$ cat src/design/sll_pkg.sv
package sll_pkg;

    localparam int SLOTS_DEFAULT = 64;
    localparam int DATA_W        = 32;
    localparam int POS_W         = 6;

    localparam logic [2:0] OP_INSERT = 3'd0;
    localparam logic [2:0] OP_DELETE = 3'd1;
    localparam logic [2:0] OP_CHANGE = 3'd2;
    localparam logic [2:0] OP_READ   = 3'd3;
    localparam logic [2:0] OP_LOCATE = 3'd4;
    localparam logic [2:0] OP_CLEAR  = 3'd5;

    localparam logic [1:0] ST_OK        = 2'd0;
    localparam logic [1:0] ST_FULL_EMPTY = 2'd1;
    localparam logic [1:0] ST_BAD_POS   = 2'd2;
    localparam logic [1:0] ST_NOT_FOUND = 2'd3;

    // Broadcast control from the sequencer to every cell.
    typedef struct packed {
        logic                     clear;
        logic                     shift;
        logic                     locate;
        logic                     ins;
        logic                     del;
        logic                     wr;
        logic signed [DATA_W-1:0] ix;
        logic signed [DATA_W-1:0] iy;
    } sll_ctrl_t;

    // Result token that moves toward cell 0 one cell per cycle while the sequencer scans.
    typedef struct packed {
        logic                     hit;
        logic [POS_W-1:0]         pos;
        logic signed [DATA_W-1:0] x;
        logic signed [DATA_W-1:0] y;
    } sll_tok_t;

endpackage

$ cat src/design/sll_cell.sv
module sll_cell
    import sll_pkg::*;
#(
    parameter int CW  = 6,
    parameter int IDX = 0
)
(
    input  logic                     clk,
    input  logic                     rst_n,
    input  sll_ctrl_t                ctrl,
    input  logic [CW-1:0]            k,
    input  logic [CW-1:0]            count,
    input  logic signed [DATA_W-1:0] left_x,
    input  logic signed [DATA_W-1:0] left_y,
    input  logic signed [DATA_W-1:0] right_x,
    input  logic signed [DATA_W-1:0] right_y,
    input  sll_tok_t                 tok_in,
    output sll_tok_t                 tok_out,
    output logic signed [DATA_W-1:0] x,
    output logic signed [DATA_W-1:0] y
);

    localparam logic [CW-1:0]    MY_IDX = CW'(IDX);
    localparam logic [POS_W-1:0] MY_POS = POS_W'(IDX + 1);

    logic signed [DATA_W-1:0] x_reg, x_next, y_reg, y_next;
    sll_tok_t                 tok_reg, tok_next;
    logic                     in_list, sel, hit;

    always_comb
    begin
        in_list = MY_IDX < count;
        sel     = MY_IDX == k;
        hit     = in_list && (ctrl.locate ? (x_reg == ctrl.ix && y_reg == ctrl.iy) : sel);

        tok_next = tok_reg;
        if (ctrl.clear)
        begin
            tok_next = '0;
        end
        else if (ctrl.shift)
        begin
            tok_next = hit ? sll_tok_t'{hit: 1'b1, pos: MY_POS, x: x_reg, y: y_reg} : tok_in;
        end

        x_next = x_reg;
        y_next = y_reg;
        if (ctrl.ins)
        begin
            if (MY_IDX > k)
            begin
                x_next = left_x;
                y_next = left_y;
            end
            else if (sel)
            begin
                x_next = ctrl.ix;
                y_next = ctrl.iy;
            end
        end
        else if (ctrl.del)
        begin
            if (MY_IDX >= k)
            begin
                x_next = right_x;
                y_next = right_y;
            end
        end
        else if (ctrl.wr && sel)
        begin
            x_next = ctrl.ix;
            y_next = ctrl.iy;
        end
    end

    always_ff @(posedge clk or negedge rst_n)
    begin
        if (!rst_n)
        begin
            tok_reg <= '0;
        end
        else
        begin
            tok_reg <= tok_next;
        end
    end

    always_ff @(posedge clk)
    begin
        x_reg <= x_next;
        y_reg <= y_next;
    end

    assign tok_out = tok_reg;
    assign x       = x_reg;
    assign y       = y_reg;

endmodule

$ cat config.mk
export PLATFORM = sky130hd
export DESIGN_NAME = sll_cell
export DESIGN_NICKNAME = d
export VERILOG_FILES = /design/src/design/sll_pkg.sv /design/src/design/sll_cell.sv
export SDC_FILE = /design/constraint.sdc
export NUM_CORES = 1
export LEC_CHECK = 0
export ABC_AREA = 1
export BUFFER_PORTS_ARGS = -buffer_cell sky130_fd_sc_hd__clkbuf_2
export CAP_MARGIN = 20
export CORE_AREA = 2 2 162 164
export CTS_CLUSTER_DIAMETER = 120
export CTS_CLUSTER_SIZE = 40
export DETAILED_ROUTE_END_ITERATION = 16
export DIE_AREA = 0 0 164 166
export GPL_ROUTABILITY_DRIVEN = 0
export PLACE_DENSITY = 0.66
export SYNTH_ARGS = -nofsm -noshare
export SYNTH_HDL_FRONTEND = slang
export SYNTH_SLANG_ARGS = --single-unit
$ cat constraint.sdc
create_clock -name clk -period 2.3 [get_ports clk]
set_input_delay 0.345 -clock clk [delete_from_list [all_inputs] [get_ports clk]]
set_output_delay 0.345 -clock clk [all_outputs]
set_load 0.02 [all_outputs]
# Word level (Yosys, flattened, before mapping)

Cells that the tools add are included.

Muxes and demuxes: 16
Reduce and logical (&&, ||, !) cells: 7
Order comparisons: 3
Eq/ne operators: 4

Operator list:

| kind                 | number |
|---|---|
| $mux W32             | 12 |
| $mux W71             | 3 |
| $eq A32 B32 Y1       | 2 |
| $ge A1 B6 Y1 const A | 1 |
| $gt A1 B6 Y1 const A | 1 |
| $logic_not A6 Y1     | 1 |
| $lt A1 B6 Y1 const A | 1 |
| $ne A3 B1 Y1 const B | 2 |
| $logic_and A1 B1 Y1  | 3 |
| $reduce_and A3 Y1    | 1 |
| $reduce_bool A3 Y1   | 1 |
| $reduce_bool A2 Y1   | 1 |
| $mux W1              | 1 |

Output and inout port bits: 135
Bits of input ports: 283
Register bits: 135
Word-level logic and storage cells: 36

# Longest topological paths before layout

Gate-level depths: netlist of the first run.

Depth after elaboration: 7
Gate-level depth with buffers: 15
Depth with buffers taken out: 14

# Least setup slack after synthesis of the first run

OpenSTA, ideal clock, no wires.

Path kind: input-to-reg
Start: in k[5]
End: reg x_reg[0], in the netlist x[0], enable pin
Arrival time: 2471 ps
Stages on the path: 3
Setup time: 433 ps
Setup slack: -604 ps
Path buffers: 0
Cells stage by stage: nor4_1 -> nor3b_1 -> o31a_1

Word-level cells in the longest chain between the ends: 4

RTL lines:

| item                                                                 | RTL line       | text |
|---|---|---|
| from (decl)                                                          | sll_cell.sv:11 | `input logic [CW-1:0] k,` |
| parallel branches: the longest is 3 deep, another holds $gt A1 B6 Y1 | n/a            |  |
| $reduce_and A3 Y1 (no line) (*)                                      | n/a            |  |
| to (signal assigned)                                                 | sll_cell.sv:90 | `x_reg <= x_next;` |
| to (decl)                                                            | sll_cell.sv:26 | `logic signed [DATA_W-1:0] x_reg, x_next, y_reg, y_next;` |

Mark *: on every way between the ends.
A chain may end at the register's enable or synchronous reset.

# Worst setup path in the final report of the first run

Start: reg y_reg[18], in the netlist y[18]
End: reg tok_reg (netlist bit tok_out[28])

Word-level cells in the longest chain between the ends: 7

RTL lines:

| item                   | RTL line       | text |
|---|---|---|
| from (decl)            | sll_cell.sv:26 |  |
| from (signal assigned) | sll_cell.sv:91 | `y_reg <= y_next;` |
| $eq A32 B32 Y1         | sll_cell.sv:34 | `hit = in_list && (ctrl.locate ? (x_reg == ctrl.ix && y_reg == ctrl.iy) : sel);` |
| $logic_and A1 B1 Y1    | sll_cell.sv:34 |  |
| $mux W1                | sll_cell.sv:34 |  |
| $logic_and A1 B1 Y1    | sll_cell.sv:34 |  |
| $mux W71               | sll_cell.sv:43 | `tok_next = hit ? sll_tok_t'{hit: 1'b1, pos: MY_POS, x: x_reg, y: y_reg} : tok_in;` |
| $mux W71               | sll_cell.sv:41 | `else if (ctrl.shift)` |
| $mux W71               | sll_cell.sv:37 | `if (ctrl.clear)` |
| to (signal assigned)   | sll_cell.sv:84 | `tok_reg <= tok_next;` |
| to (decl)              | sll_cell.sv:27 | `sll_tok_t tok_reg, tok_next;` |

Every way passes these cells. The select of a mux whose other input is x is not followed.

==> impl_summary.log, run 1 <==
[metrics] status: finished, final reports clean
[metrics] pins over their slew limit: 0
[metrics] Horiz. Die Dim: 164 microns
[metrics] crit path max-delay cell type: edfxtp_1
[metrics] Setup crit end kind: register
[metrics] worst slack after detailed placement: 0.123 ns
[metrics] DR WL/cell: 15.9 microns
[metrics] final worst clock skew: 0.0169 ns
[metrics] met2 layer wire length in the routed design: 12.9 mm
[metrics] final HPWL from detailed placement: 20.7 mm
[metrics] Final Net Count: 1,682
[metrics] Min-Delay Path Class: in -> reg
[metrics] growth of design area from synthesis to finish: 33.7%
[metrics] final count of negative-setup-slack endpoints: 0
[metrics] Final Critical Period: approximately 2.1 ns
[metrics] number of search-and-repair iterations in the first detailed-routing pass: 5
[metrics] Clock Latency Late Sink: 0.42 ns
[metrics] critical path's top delay family: simple AND/OR/NAND/NOR gates
[metrics] upper clock frequency limit: 482 MHz
[metrics] met3 routed WL: 1.84 mm
[metrics] buffer count from post-CTS setup fixing: 0
[metrics] initial antenna violation count: 1
[metrics] maximum single-stage delay on the critical path: around 0.44 ns
[metrics] largest net degree at the start of global routing: 72
[metrics] number of enable-type register cells in the synthesized netlist: 64
[metrics] post-synthesis async set-or-reset flop share: between 50% and 60%
[metrics] wl on met1: between 10 and 15 mm
[metrics] site row count: approximately 60
[metrics] Avg Synthesized Cell Area: 7.41 sq um
[metrics] Seq/Total Area, Yosys: 47.4%
[metrics] worst path buffer plus inverter count: 1
[metrics] Arr. time, crit path: 2.43 ns
[metrics] Warnings, synthesis: 0
[metrics] Leak: 5.99 nW
[metrics] topmost layer with routed signal wires: met5
[metrics] final worst-path cycle share: between 90% and 100%
[metrics] worst path cell trace: xnor2_1, nand3_1, nor2_1, nand2_1, nor2_1, nand3_1, nand2_2, nand2_2, buf_12, nand2_1, nand3_1, nand2_1
[metrics] biggest area consumer among synthesized cells: edfxtp_1
[metrics] Detailed Route Iter0 Violations: 488
[metrics] die boundary height: roughly 170 microns
[metrics] via-per-instance ratio: 4.61
[metrics] # placed instances: 1,714
[metrics] area of the die: between 20,000 and 30,000 sq um
[metrics] Max-Slew Margin vs Limit: 61.4%
[metrics] clock tree from TritonCTS: built
[metrics] worst endpoint required time: 2.66 ns
[metrics] total CTS buffers: 17
[metrics] endpoints failing hold: 0
[metrics] maximum ir drop on the vdd rail: 0.000396 V
[metrics] nature of the critical path startpoint: register
[metrics] initial core utilization: a little under a third
[metrics] most instantiated cells after synthesis: 364 x nand2_1, 183 x inv_1, 139 x nand3_1
[metrics] synth unique cells: 23
[metrics] fraction of synthesized cell area taken by the top area cell type: between 20% and 30%
[metrics] core region area: 25,600 sq um
[metrics] grt ovf: 0
[metrics] CTS root buf: clkbuf_16
[metrics] share of layout cells above drive strength 1: a little under a third
[metrics] Cell Area, Synth: 7800 sq um
[metrics] total wirelength of the detailed-routed design: 27.7 mm
[metrics] number of levels the H-tree was split into: 4
[metrics] CTS max path bufs: 2
[metrics] total via count after detailed routing: 8,054
[metrics] Tot GR Track Use: roughly 20%
[metrics] transition time of the tightest slew-check pin: 0.579 ns
[metrics] final antenna diode count: 0
[metrics] final setup TNS: 0 ns
[metrics] CTS sink count: 135
[metrics] total power density per cell area: 608 nW/um^2
[metrics] max reg flops: 71
[metrics] final critical-path setup slack: 0.225 ns
[metrics] kind of critical path: reg -> reg
[metrics] non-filler instance count after layout: approximately 1,700
[metrics] synthesized flop and latch total: 135
[metrics] DRC viols: 0
[metrics] Post-DRT Antenna Nets: 0
[metrics] most used standard cell by instance count after synthesis: nand2_1
[metrics] I/O Pins: 418
[metrics] dominant synthesized flop cell: dfrtp_1
[metrics] quantity of I/O buffers inserted on ports: 353
[metrics] nets in the synthesized netlist: 1,336
[metrics] global-route wire length before repair: 42.5 mm
[metrics] max-cap viol count: 0
[metrics] Critical Path Fanout Max: 48
[metrics] clock input transition at the sequential cells of the worst setup and hold paths: approximately 0.060 ns
[metrics] via count of the first global-routing pass: 7,847
[metrics] cell count after synthesis: 1,053
[metrics] leading cell types by total area after synthesis: edfxtp_1 25%, dfrtp_1 23%, nand2_1 18%, nand3_1 8.9%, inv_1 8.8%
[metrics] RSZ-0062 raised after global routing: no
## final cells by class
class / count / area, sq um
fillers: 2730 / 15200
well taps: 335 / 419
clock inverters: 11 / 85.1
repair buffers: 374 / 2030
flip-flops and latches: 135 / 3700
multi-input cells: 684 / 3010
inverters: 187 / 702
clock buffers: 21 / 483
## logic make-up (layout without fill, tap and decap cells)
kind of cell / after synthesis / after routing / share of synthesized area [%]
mux: 10 / 10 / 1.44
buf+inv: 234 / 593 / 14.5
simple gates: 607 / 607 / 32.0
flops: 135 / 135 / 47.4
xor+xnor: 7 / 7 / 0.786
compound gates: 60 / 60 / 3.90
## metal layers
metal | vias up | track usage (%)
met1 | 3715 | 26.7
met4 | 2 | 7.09
met3 | 50 | 4.02
li1 | 3940 | -
met5 | - | 0
met2 | 347 | 32.8
## report_power, final
group          internal, W  switching [W]
clock              0.00153        0.00114
sequential         0.00265      0.0000636
combinational     0.000374       0.000590
## through the flow
step                cell area [sq um]  hold WS [ns]  total power [W]  util [%]
finish                          10400         0.161          0.00634      40.7
global placement                 9850         0.337          0.00371      38.4
detailed placement               9850         0.343          0.00372      38.4
global route                    10400         0.151          0.00664      40.7
floorplan                        7800        0.0494          0.00325         -
CTS                             10400         0.141          0.00643      40.7
## final timing paths
kind	startpoint	endpoint	slack (ns)	depth (start not counted)
max	y[18]	tok_out[28]	0.23	12
min	tok_in[68]	tok_out[68]	0.16	3
max reg2reg	y[18]	tok_out[28]	0.23	12
min reg2reg	tok_out[24]	tok_out[24]	0.48	2
max in group asynchronous	rst_n	tok_out[44]	1.21	3
min in group asynchronous	rst_n	tok_out[19]	0.43	2
## worst min-delay path, delay by kind of cell
kind | cells | cell delay (ns)
simple gates | 2 | 0.12
buf+inv | 1 | 0.08
## placed cells by master, fill, tap and decap left out, types with 2 or more instances in the layout
master / n
clkinv_4: 4
nand2_2: 4
inv_4: 3
nand4_1: 10
nand3_1: 139
edfxtp_1: 64
inv_2: 4
dfrtp_1: 71
inv_1: 183
buf_12: 8
clkbuf_16: 19
a21oi_1: 55
nor2_1: 86
nor2_4: 2
buf_4: 12
inv_6: 3
clkbuf_1: 2
o21ai_0: 3
clkbuf_2: 352
mux2_2: 10
nand2_1: 361
nor4_1: 2
xnor2_1: 7
## repair_timing
| item | in CTS | in global routing |
|---|---|---|
| setup endpoints to repair | 0 | 1 |
| hold buffers | 1 | 0 |
| endpoints found under the hold margin | 30 | 0 |
| resized for setup | 0 | 1 |
No activity file was read; power rests on OpenSTA's default activity.
==> run 2: changes to the inputs <==
==> constraint.sdc (replaced) <==
create_clock -name clk -period 2.3 [get_ports clk]
set_input_delay 0.69 -clock clk [delete_from_list [all_inputs] [get_ports clk]]
set_output_delay 0.69 -clock clk [all_outputs]
set_load 0.02 [all_outputs]
==> impl_summary.log, run 2 (synthesis results as in run 1) <==
[metrics] fill cell total of the finished layout: 2,643 (-3.2%)
[metrics] Max-Slew Margin vs Limit: 70.5% (+9.1 points)
[metrics] Detailed Route Iter0 Violations: 537 (+10%)
[metrics] Leak: 6.15 nW (+2.7%)
[metrics] final worst clock skew: 0.0130 ns (-0.00389 ns)
[metrics] global-route wire length before repair: 42.9 mm (+0.94%)
[metrics] maximum ir drop on the vdd rail: 0.000384 V (-3.0%)
[metrics] via count of the first global-routing pass: 7,849 (+0.025%)
[metrics] upper clock frequency limit: 488 MHz (+1.3%)
[metrics] final critical-path setup slack: 0.251 ns (+0.0260 ns)
[metrics] final worst-path cycle share: 89.1% (-1.1 points)
[metrics] initial antenna violation count: 2 (+1)
[metrics] Tot GR Track Use: 20.4% (+0.24 points)
[metrics] leading cell type in the layout, fill and taps excluded: nand2_1
[metrics] pins over their slew limit: 0 (unchanged)
[metrics] RSZ-0062 raised after global routing: no
[metrics] Critical Path Fanout Max: 26 (-46%)
[metrics] post-cts gate resize count: 0 (unchanged)
[metrics] CTS root buf: clkbuf_16
[metrics] area used by multi-input combinational logic: 3010 sq um (unchanged)
[metrics] total via count after detailed routing: 8,044 (-0.12%)
[metrics] commonest non-fill, non-tap cells in the layout: 361 x nand2_1, 352 x clkbuf_2, 183 x inv_1
[metrics] I/O Pins: 418 (unchanged)
[metrics] Horiz. Die Dim: 164 microns (unchanged)
[metrics] area of the die: 27,200 sq um (unchanged)
[metrics] Final Critical Period: 2.05 ns (-0.0260 ns)
[metrics] number of search-and-repair iterations in the first detailed-routing pass: 5 (unchanged)
[metrics] total wirelength of the detailed-routed design: 27.7 mm (-0.13%)
[metrics] buffer count from post-CTS setup fixing: 0 (unchanged)
[metrics] kind of critical path: reg -> reg
[metrics] max reg flops: 71 (unchanged)
[metrics] site row count: 59 (unchanged)
[metrics] maximum single-stage delay on the critical path: 0.42 ns (-0.02 ns)
[metrics] DRC viols: 0 (unchanged)
[metrics] transition time of the tightest slew-check pin: 0.443 ns (-0.137 ns)
[metrics] grt ovf: 0 (unchanged)
[metrics] die boundary height: 166 microns (unchanged)
[metrics] number of levels the H-tree was split into: 4 (unchanged)
[metrics] worst path cell trace: nand2_1, nand2_1, nor2_1, nand2_1, nor2_1, nand2_1, nor2_1, nand3_1, nand2_2, buf_6, nand3_1, nand3_1, nand2_1
[metrics] quantity of I/O buffers inserted on ports: 353 (unchanged)
[metrics] crit path max-delay cell type: edfxtp_1
[metrics] Post-DRT Antenna Nets: 0 (unchanged)
[metrics] total power density per cell area: 595 nW/um^2 (-2.1%)
[metrics] initial core utilization: 30.4% (unchanged)
[metrics] cell area after layout: 10,700 sq um (+2.9%)
[metrics] core region area: 25,600 sq um (unchanged)
[metrics] total CTS buffers: 17 (unchanged)
[metrics] hold buffer count at cts: 0 (-1)
[metrics] Clock Latency Late Sink: 0.42 ns (about the same)
[metrics] nature of the critical path startpoint: register
[metrics] clock input transition at the sequential cells of the worst setup and hold paths: 0.07 ns (about the same)
[metrics] crit-path most repeated cell: nand2_1
[metrics] worst slack after detailed placement: -0.214 ns (-0.337 ns)
[metrics] DR WL/cell: 15.6 microns (-2.0%)
[metrics] Final Net Count: 1,714 (+1.9%)
[metrics] final HPWL from detailed placement: 20.8 mm (+0.80%)
[metrics] instance area after placement: 10,200 sq um (+3.2%)
[metrics] final count of negative-setup-slack endpoints: 0 (unchanged)
[metrics] largest net degree at the start of global routing: 72 (unchanged)
[metrics] max-cap viol count: 0 (unchanged)
[metrics] critical path's top delay family: simple AND/OR/NAND/NOR gates
[metrics] status: finished, final reports clean
[metrics] share of layout cells above drive strength 1: 31.8% (+1.6 points)
[metrics] CTS sink count: 135 (unchanged)
[metrics] worst path buffer plus inverter count: 1 (unchanged)
[metrics] combined flip-flop and latch cell area: 3700 sq um (unchanged)
[metrics] clock tree from TritonCTS: built
[metrics] Min-Delay Path Class: in -> async
[metrics] Setup crit end kind: register
[metrics] Arr. time, crit path: 2.35 ns (-0.08 ns)
[metrics] endpoints failing hold: 0 (unchanged)
[metrics] worst endpoint required time: 2.60 ns (-0.06 ns)
[metrics] via-per-instance ratio: 4.52 (-2.0%)
[metrics] growth of design area from synthesis to finish: 37.6%
[metrics] CTS max path bufs: 2 (unchanged)
==> run 2: per-stage QoR <==
| step | setup TNS, ns | total power [W] | util, % | std cells | hold slack, ns |
|---|---|---|---|---|---|
| after global placement | -5.51 | 0.00375 | 39.7 | 1747 | 0.461 |
| final | 0 | 0.00639 | 41.9 | 1780 | 0.200 |
| after CTS | 0 | 0.00647 | 41.9 | 1779 | 0.201 |
| after global routing | 0 | 0.00668 | 41.9 | 1780 | 0.213 |
| after floorplan | 0 | 0.00325 | - | 1053 | 0.394 |
| after detailed placement | -7.34 | 0.00376 | 39.7 | 1747 | 0.464 |
==> run 2: path summary, 6_finish.rpt <==
kind,from,endpoint,slack (ns),cells past startpoint
hold reg to reg,tok_out[18],tok_out[18],0.48,2
hold / removal,rst_n,tok_out[15],0.20,1
setup reg to reg,y[17],tok_out[24],0.25,13
setup / recovery,y[17],tok_out[24],0.25,13
min in group clk,tok_out[18],tok_out[18],0.48,2
max in group asynchronous,rst_n,tok_out[42],1.45,2
==> run 2: metal layers <==
layer | up-vias | part of all wire (%) | track usage, %
met1 | 3655 | 45 | 27.5
li1 | 4017 | - | -
met3 | 51 | 6.2 | 3.65
met4 | 0 | 3.4 | 8.85
met2 | 321 | 46 | 32.1
met5 | - | 0 | 0
==> run 2: layout make-up <==
class                           instances  share of cell area [%]
Antenna cell                            1                  0.0233
Timing Repair Buffer                  406                    21.7
Sequential cell                       135                    34.5
Inverter                              187                    6.54
Clock inverter                         12                   0.805
Tap cell                              335                    3.91
Clock buffer                           20                    4.47
Multi-Input combinational cell        684                    28.0
==> run 2: power breakdown <==
part	total [W]	switching, W	leakage, nW	internal (W)
clock network	0.00267	0.00116	0.272	0.00152
registers	0.00271	0.0000636	1.51	0.00265
logic	0.00100	0.000589	4.37	0.000412
total	0.00639	0.00181	6.15	0.00458
